`src/hdl/lrk_pkg.sv`:
```
`timescale 1ns / 1ps
package lrk_pkg;

	// fixed field widths of the stream and config ports
	localparam int NOW_W      = 48;
	localparam int FIELD_W    = 32;
	localparam int PERIOD_W   = 32;
	localparam int COUNT_W    = 32;
	localparam int SUM_W      = 64;
	localparam int IN_DATA_W  = 48;
	localparam int OUT_DATA_W = 232;
	localparam int OUT_PAD_W  = OUT_DATA_W - (7 * FIELD_W + 2);

	// shared add/subtract unit, wide enough for a 64-bit operand plus carry
	localparam int UNIT_W = 65;

	// divider iteration counter
	localparam int STEP_W = $clog2(SUM_W);

	localparam logic [PERIOD_W-1:0] PERIOD_RESET = 32'd1000;

	// item opcodes
	localparam logic OP_SLEEP   = 1'b0;
	localparam logic OP_RESTART = 1'b1;

	typedef enum logic [3:0] {
		ST_IDLE,
		ST_BACK,
		ST_DL,
		ST_SUM,
		ST_MIN,
		ST_MAX,
		ST_WAIT,
		ST_RS_ADD,
		ST_RS_CMP,
		ST_DIV_LOAD,
		ST_DIV_STEP,
		ST_DIV_END,
		ST_FIN
	} lrk_state_t;

endpackage

```
`src/hdl/loop_rate_keeper_with_stats.sv`:
```
// channel  | dir | handshake          | payload (low bits first)
// ---------+-----+--------------------+------------------------------------------------
// s        | in  | s_tvalid/s_tready  | tdata: now_time; tuser: opcode
// m        | out | m_tvalid/m_tready  | tdata: wait, overrun, went_back, cycle, min,
//          |     |                    |        max, mean, overrun_total, cycle_total
// cfg      | in  | cfg_valid/cfg_ready| cfg_data: period_ticks
//
// an end-of-cycle item runs the back, deadline, sum, min, max and wait states, the resync
// add and compare states when it overruns, then the 64 restoring-divide steps of the mean,
// all run on the one shared add/sub unit. a restart item goes straight to the final state.
// the next item is accepted only back in idle; ready is low while an item is in work.
// a finished result sits in the output register; a new item can be accepted
// while it waits, the next result waits in the final state until the previous one is taken.
// reset is asynchronous; no clearing pass is needed.
`timescale 1ns / 1ps
module loop_rate_keeper_with_stats #(
	parameter int TIME_BITS     = 48,
	parameter int DURATION_BITS = 32
) (
	input  logic                                  clk,
	input  logic                                  arst_n,
	input  logic                                  s_tvalid,
	output logic                                  s_tready,
	// [47:0] now_time
	input  logic [lrk_pkg::IN_DATA_W-1:0]         s_tdata,
	// [0] opcode
	input  logic                                  s_tuser,
	output logic                                  m_tvalid,
	input  logic                                  m_tready,
	// [31:0] wait_ticks, [32] overrun, [33] time_went_back, [65:34] cycle_time,
	// [97:66] min_cycle, [129:98] max_cycle, [161:130] mean_cycle,
	// [193:162] overrun_total, [225:194] cycle_total, [231:226] zero
	output logic [lrk_pkg::OUT_DATA_W-1:0]        m_tdata,
	input  logic                                  cfg_valid,
	output logic                                  cfg_ready,
	input  logic [lrk_pkg::PERIOD_W-1:0]          cfg_data
);

	import lrk_pkg::*;

	localparam logic [TIME_BITS-1:0]     TIME_MAX = '1;
	localparam logic [DURATION_BITS-1:0] DUR_MAX  = '1;

	lrk_state_t state_q, state_nxt;

	// configuration and statistics
	logic [PERIOD_W-1:0]      period_q;
	logic [TIME_BITS-1:0]     start_q;
	logic [SUM_W-1:0]         sum_q;
	logic [COUNT_W-1:0]       cnt_q;
	logic [COUNT_W-1:0]       ovr_cnt_q;
	logic [DURATION_BITS-1:0] min_q;
	logic [DURATION_BITS-1:0] max_q;
	logic [DURATION_BITS-1:0] mean_q;
	logic [STEP_W-1:0]        step_q;
	logic                     m_valid_q;

	// per-item working registers
	logic [TIME_BITS-1:0]     now_q;
	logic [TIME_BITS-1:0]     deadline_q;
	logic [DURATION_BITS-1:0] cyc_q;
	logic [DURATION_BITS-1:0] wait_q;
	logic                     ovr_q;
	logic                     back_q;
	logic [COUNT_W-1:0]       rem_q;
	logic [SUM_W-1:0]         div_q;
	logic [OUT_DATA_W-1:0]    out_q;

	// shared unit
	logic [UNIT_W-1:0] unit_a, unit_b;
	logic              unit_sub;
	logic [UNIT_W:0]   unit_res;
	logic              unit_borrow;
	logic              time_over;
	logic              dur_over;
	logic [TIME_BITS-1:0]     time_sat;
	logic [DURATION_BITS-1:0] dur_sat;
	logic              wait_ovr;
	logic              div_ok;

	logic accept;
	logic out_free;
	logic load_out;

	assign accept    = s_tvalid & s_tready;
	assign out_free  = ~m_valid_q | m_tready;
	assign s_tready  = (state_q == ST_IDLE);
	assign cfg_ready = 1'b1;
	assign m_tvalid  = m_valid_q;
	assign m_tdata   = out_q;

	// add/subtract unit and its saturation views
	assign unit_res    = unit_sub ? ({1'b0, unit_a} - {1'b0, unit_b})
	                              : ({1'b0, unit_a} + {1'b0, unit_b});
	assign unit_borrow = unit_res[UNIT_W];
	assign time_over   = (unit_res >> TIME_BITS) != '0;
	assign dur_over    = (unit_res[UNIT_W-1:0] >> DURATION_BITS) != '0;
	assign time_sat    = time_over ? TIME_MAX : unit_res[TIME_BITS-1:0];
	assign dur_sat     = dur_over ? DUR_MAX : unit_res[DURATION_BITS-1:0];
	assign wait_ovr    = unit_borrow | (unit_res[UNIT_W-1:0] == '0);
	assign div_ok      = ~unit_borrow;

	// next state
	always_comb begin
		state_nxt = state_q;
		case (state_q)
			ST_IDLE: begin
				if (s_tvalid)
					state_nxt = (s_tuser == OP_RESTART) ? ST_FIN : ST_BACK;
			end
			ST_BACK:     state_nxt = ST_DL;
			ST_DL:       state_nxt = ST_SUM;
			ST_SUM:      state_nxt = ST_MIN;
			ST_MIN:      state_nxt = ST_MAX;
			ST_MAX:      state_nxt = ST_WAIT;
			ST_WAIT:     state_nxt = wait_ovr ? ST_RS_ADD : ST_DIV_LOAD;
			ST_RS_ADD:   state_nxt = ST_RS_CMP;
			ST_RS_CMP:   state_nxt = ST_DIV_LOAD;
			ST_DIV_LOAD: state_nxt = ST_DIV_STEP;
			ST_DIV_STEP: begin
				if (step_q == STEP_W'(SUM_W - 1))
					state_nxt = ST_DIV_END;
			end
			ST_DIV_END:  state_nxt = ST_FIN;
			ST_FIN: begin
				if (out_free)
					state_nxt = ST_IDLE;
			end
			default:     state_nxt = ST_IDLE;
		endcase
	end

	// unit operand select and output load
	always_comb begin
		unit_a   = '0;
		unit_b   = '0;
		unit_sub = 1'b1;
		load_out = 1'b0;
		case (state_q)
			ST_BACK: begin
				unit_a = UNIT_W'(now_q);
				unit_b = UNIT_W'(start_q);
			end
			ST_DL: begin
				unit_a   = back_q ? UNIT_W'(now_q) : UNIT_W'(start_q);
				unit_b   = UNIT_W'(period_q);
				unit_sub = 1'b0;
			end
			ST_SUM: begin
				unit_a   = UNIT_W'(sum_q);
				unit_b   = UNIT_W'(cyc_q);
				unit_sub = 1'b0;
			end
			ST_MIN: begin
				unit_a = UNIT_W'(cyc_q);
				unit_b = UNIT_W'(min_q);
			end
			ST_MAX: begin
				unit_a = UNIT_W'(max_q);
				unit_b = UNIT_W'(cyc_q);
			end
			ST_WAIT: begin
				unit_a = UNIT_W'(deadline_q);
				unit_b = UNIT_W'(now_q);
			end
			ST_RS_ADD: begin
				unit_a   = UNIT_W'(deadline_q);
				unit_b   = UNIT_W'(period_q);
				unit_sub = 1'b0;
			end
			ST_RS_CMP: begin
				unit_a = UNIT_W'(deadline_q);
				unit_b = UNIT_W'(now_q);
			end
			ST_DIV_STEP: begin
				unit_a = UNIT_W'({rem_q, div_q[SUM_W-1]});
				unit_b = UNIT_W'(cnt_q);
			end
			ST_FIN: begin
				load_out = out_free;
			end
			default: begin
				unit_sub = 1'b1;
			end
		endcase
	end

	// control, configuration and statistics registers
	always_ff @(posedge clk or negedge arst_n) begin
		if (!arst_n) begin
			state_q   <= ST_IDLE;
			m_valid_q <= 1'b0;
			period_q  <= PERIOD_RESET;
			start_q   <= '0;
			sum_q     <= '0;
			cnt_q     <= '0;
			ovr_cnt_q <= '0;
			min_q     <= DUR_MAX;
			max_q     <= '0;
			mean_q    <= '0;
			step_q    <= '0;
		end else begin
			state_q <= state_nxt;

			if (cfg_valid)
				period_q <= cfg_data;

			if (load_out)
				m_valid_q <= 1'b1;
			else if (m_tready)
				m_valid_q <= 1'b0;

			// restart moves the schedule start to now
			if (accept && s_tuser == OP_RESTART)
				start_q <= TIME_BITS'(s_tdata);

			case (state_q)
				ST_SUM: begin
					sum_q <= unit_res[SUM_W] ? '1 : unit_res[SUM_W-1:0];
					if (cnt_q != '1)
						cnt_q <= cnt_q + 1'b1;
				end
				ST_MIN: begin
					if (unit_borrow)
						min_q <= cyc_q;
				end
				ST_MAX: begin
					if (unit_borrow)
						max_q <= cyc_q;
				end
				ST_WAIT: begin
					start_q <= deadline_q;
					if (wait_ovr && ovr_cnt_q != '1)
						ovr_cnt_q <= ovr_cnt_q + 1'b1;
				end
				ST_RS_CMP: begin
					// more than one extra period late: resync to now
					if (unit_borrow)
						start_q <= now_q;
				end
				ST_DIV_LOAD: begin
					step_q <= '0;
				end
				ST_DIV_STEP: begin
					step_q <= step_q + 1'b1;
				end
				ST_DIV_END: begin
					mean_q <= ((div_q >> DURATION_BITS) != '0) ? DUR_MAX
					          : div_q[DURATION_BITS-1:0];
				end
				default: begin
					step_q <= step_q;
				end
			endcase
		end
	end

	// per-item working registers and the output register
	always_ff @(posedge clk) begin
		if (accept) begin
			now_q  <= TIME_BITS'(s_tdata);
			cyc_q  <= '0;
			wait_q <= '0;
			ovr_q  <= 1'b0;
			back_q <= 1'b0;
		end

		case (state_q)
			ST_BACK: begin
				back_q <= unit_borrow;
				cyc_q  <= unit_borrow ? '0 : dur_sat;
			end
			ST_DL: begin
				deadline_q <= time_sat;
			end
			ST_WAIT: begin
				ovr_q  <= wait_ovr;
				wait_q <= wait_ovr ? '0 : dur_sat;
			end
			ST_RS_ADD: begin
				deadline_q <= time_sat;
			end
			ST_DIV_LOAD: begin
				rem_q <= '0;
				div_q <= sum_q;
			end
			ST_DIV_STEP: begin
				rem_q <= div_ok ? unit_res[COUNT_W-1:0] : {rem_q[COUNT_W-2:0], div_q[SUM_W-1]};
				div_q <= {div_q[SUM_W-2:0], div_ok};
			end
			default: begin
				rem_q <= rem_q;
			end
		endcase

		if (load_out)
			out_q <= {{OUT_PAD_W{1'b0}},
			          FIELD_W'(cnt_q),
			          FIELD_W'(ovr_cnt_q),
			          FIELD_W'(mean_q),
			          FIELD_W'(max_q),
			          FIELD_W'(min_q),
			          FIELD_W'(cyc_q),
			          back_q,
			          ovr_q,
			          FIELD_W'(wait_q)};
	end

`ifndef SYNTHESIS
	// overruns are a subset of completed cycles
	a_ovr_le_cnt: assert property (@(posedge clk) disable iff (!arst_n)
		ovr_cnt_q <= cnt_q)
		else $error("overrun count above cycle count");

	// extremes stay ordered between items once a cycle has run
	a_min_le_max: assert property (@(posedge clk) disable iff (!arst_n)
		(state_q == ST_IDLE && cnt_q != '0) |-> (min_q <= max_q))
		else $error("min cycle above max cycle");

	// the divider never runs on a zero count
	a_div_nonzero: assert property (@(posedge clk) disable iff (!arst_n)
		(state_q == ST_DIV_STEP) |-> (cnt_q != '0))
		else $error("divide by zero count");

	// an accepted item always takes the block out of idle
	a_busy_after_accept: assert property (@(posedge clk) disable iff (!arst_n)
		accept |=> !s_tready)
		else $error("ready right after accept");

	// a result is loaded only when the output register is free
	a_load_free: assert property (@(posedge clk) disable iff (!arst_n)
		(m_valid_q && !m_tready && state_q == ST_FIN) |=> $stable(out_q))
		else $error("pending result overwritten");
`endif

endmodule
```
`config.mk`:
```
export PLATFORM = sky130hd
export DESIGN_NAME = loop_rate_keeper_with_stats
export DESIGN_NICKNAME = d
export VERILOG_FILES = /design/src/hdl/lrk_pkg.sv /design/src/hdl/loop_rate_keeper_with_stats.sv
export SDC_FILE = /design/constraint.sdc
export NUM_CORES = 2
export LEC_CHECK = 0
export ABC_AREA = 1
export BUFFER_PORTS_ARGS = -buffer_cell sky130_fd_sc_hd__buf_2
export CORE_MARGIN = 5
export CORE_UTILIZATION = 30
export CTS_CLUSTER_SIZE = 25
export DETAILED_ROUTE_END_ITERATION = 10
export PLACE_DENSITY_LB_ADDON = 0.05
export SLEW_MARGIN = 30
export SYNTH_ARGS = -nofsm -noshare
export SYNTH_HDL_FRONTEND = slang
export SYNTH_SLANG_ARGS = --single-unit
export TNS_END_PERCENT = 10
```
`constraint.sdc`:
```
create_clock -name clk -period 14.6 [get_ports clk]
set_clock_uncertainty 0.1 [all_clocks]
set_input_delay 0.73 -clock clk [delete_from_list [all_inputs] [get_ports clk]]
set_output_delay 0.73 -clock clk [all_outputs]
set_load 0.02 [all_outputs]
```
==> reports/metrics.cfg <==
[status]
status = finished, final reports clean

[timing]
setup_tns_ns = 0
grt_setup_unrepaired = false
fmax_mhz = 108
relSlewSlack_pct = 34.1
period_share_pct = 63.5
hold_viol = 0
worst_pin_slew_ns = 0.980
setup_viol = 0
fin_crit_ns = 9.27
slew_viol_final = 0
worst_slack_ns = 5.33

[synthesis]
synthMuxAreaShare_pct = 0.0254
ys_top_cells_by_count = 1,493 x nand2_1, 850 x inv_1, 499 x nor2_1, 484 x edfxtp_1, 278 x o21ai_0
synth_seq_cells = 799
yosys.area_share.adder_pct = 2.89
yosys-top-cells-area = edfxtp_1 33%, dfrtp_1 16%, nand2_1 13%
synth_xor_area_share_pct = 1.50
synth-edff-count = 484
async_flop_share_pct = 39.4
synth_cell_types = 55
yosysWarnings = 0
yosysTopAreaCellShare_pct = 32.8
netlist_area_um2 = 44300
synth_flop_cell = edfxtp_1
yosys.area_share.simple_pct = 22.2
synth-compound-area-share_pct = 13.0
postSynthCellCount = 5414
synth_top_family_by_area = simple AND/OR/NAND/NOR gates
synth_top_area_cell = edfxtp_1
yosysMostFrequentCell = nand2_1
yosysSeqAreaShare_pct = 50.7
avgSynthCellArea_um2 = 8.19

[final_layout]
multi_input_area_um2 = 17700
nFillCells = 15600
drive_gt1_share_pct = 11.3
seq_area_um2 = 22500
area_growth_pct = 15.6
final_nets = 5841
fin_area_um2 = 51200

[clock_tree]
cts_buffers = 96
cts_sinks = 799
ctsHoldBuffers = 1
htreeDepth = 3
cts_resized = 0
cts_tree = yes
clkTransAtPathRegs_ns = 0.06
clock_latency_ns = 0.72
post_cts_buffers = 0
root_buffer = clkbuf_16
clock_path_buffers = 3

[global_route]
grt_first_pass_wirelength_mm = 283
globalRouteOverflowTotal = 0
grt_pass1_vias = 37600
antenna_found_initial = 8
grt_usage_pct = 25.0
grt_start_max_net_pins = 155

[setup_path]
path_buf_inv = 10
crit_fanout = 49
slowest_stage = buf_4
end_kind = flop
cp.arrival_ns = 9.63
worstPathRequired_ns = 14.96
crit_family = buffers and inverters
ff2ff_setup_slack_ns = 5.33
critPathMostFrequentCell = nand2_1
r2r-start = state_q[3]$_DFFE_PN0P_
critPathLaunchType = flop
cp_slowest_stage_delay_ns = 0.68
rr_worst_depth = 36
r2r-end = cyc_q[0]$_SDFFCE_PP0P_
path_class = reg -> reg

[place]
place_ws_ns = 5.48
place.gp.congestion = 0.940
placed_area_um2 = 47900
portBuffers = 313
post-dp-hpwl_mm = 153

[min_path]
min_to = now_q[33]$_DFFE_PP_
min_path_type = in -> reg
holdPathStages = 1
hold_path.startpoint = s_tdata[33]

[routing]
via_per_inst = 5.08
drt_iter0_drc = 3768
drcViolationCount = 0
wl_per_cell_um = 26.0
via_count = 39000
wl_mm = 200
first_pass_iters = 5
antenna_left = 0

[floorplanning]
io_pins = 321
die_h_um = 394
die_area_um2 = 156000
coreArea_um2 = 147000
start_util_pct = 30.1
die_w_um = 394
rows = 141

[flow_run]
drv_cap = 0

[registers in the layout (all words and copies together) (netlist names), 6 cells and up]
signal      cells
rem_q          32
deadline_q     48
now_q          48
start_q        48
step_q          6
div_q          64
m_tdata       226
wait_q         32
cyc_q          32
sum_q          64
mean_q         32
ovr_cnt_q      32
period_q       32
cnt_q          32
max_q          32
min_q          32
[layout make-up]
| type | instances | share of cell area, % |
|---|---|---|
| multi-input cells | 3514 | 34.6 |
| clock inverters | 52 | 1.14 |
| inverters | 873 | 6.41 |
| well taps | 1930 | 4.71 |
| diodes | 4 | 0.0195 |
| repair buffers | 370 | 4.06 |
| clock buffers | 129 | 5.17 |
| flip-flops and latches | 799 | 43.9 |
[cells in the final DEF, fill, tap and decap left out, types with 60 or more instances in the layout]
| master | Yosys | layout |
|---|---|---|
| o21ai_0 | 278 | 278 |
| a22oi_1 | 90 | 90 |
| dfrtp_1 | 277 | 277 |
| nor3_1 | 127 | 126 |
| nand3_1 | 209 | 209 |
| edfxtp_1 | 484 | 484 |
| nand2_1 | 1493 | 1488 |
| xor2_1 | 63 | 60 |
| inv_1 | 850 | 847 |
| clkbuf_16 | 0 | 97 |
| buf_2 | 32 | 312 |
| o22ai_1 | 82 | 82 |
| nor2_1 | 499 | 484 |
| ha_1 | 99 | 99 |
| a21oi_1 | 159 | 159 |
| o211ai_1 | 68 | 68 |
[metal layers]
metal  share of wire, %  track usage [%]  wire (um)
met1                 48             37.2      94900
met2                 44             38.2      87000
met3                6.4             3.57      12700
met4                2.6             6.11       5150
met5                  0                0          0
[worst max path at each step]
stage	cells after the start	endpoint	slack, ns	startpoint
floorplan	4	m_tdata[0]$_DFFE_PP_	3.52	state_q[2]$_DFFE_PN0P_
global placement	32	cyc_q[1]$_SDFFCE_PP0P_	5.64	state_q[3]$_DFFE_PN0P_
detailed placement	36	cyc_q[0]$_SDFFCE_PP0P_	5.48	state_q[3]$_DFFE_PN0P_
CTS	36	cyc_q[0]$_SDFFCE_PP0P_	5.45	state_q[3]$_DFFE_PN0P_
global route	37	ovr_cnt_q[22]$_DFFE_PN0P_	4.64	state_q[3]$_DFFE_PN0P_
finish	36	cyc_q[0]$_SDFFCE_PP0P_	5.33	state_q[3]$_DFFE_PN0P_
[kinds of logic (layout without fill, tap and decap cells)]
| family | Yosys count | count (layout) |
|---|---|---|
| other | 2 | 11 |
| AO/OA/AOI/OAI | 906 | 906 |
| XOR/XNOR | 76 | 76 |
| AND/OR/NAND/NOR | 2423 | 2423 |
| buffers and inverters | 1106 | 1424 |
| flip-flops | 799 | 799 |
| adder cells (fa/ha/maj) | 101 | 101 |
| multiplexers | 1 | 1 |
[metrics by stage]
| step | util, % | hold slack (ns) | std cells |
|---|---|---|---|
| floorplan | - | 0.300 | 5419 |
| global placement | 32.5 | 0.305 | 7483 |
| detailed placement | 32.5 | 0.305 | 7483 |
| CTS | 34.7 | 0.0723 | 7665 |
| global route | 34.8 | 0.0734 | 7667 |
| finish | 34.8 | 0.118 | 7671 |
Power is not shown: default switching activity piles up to over one toggle a cycle in this logic, so the estimate is an artifact.
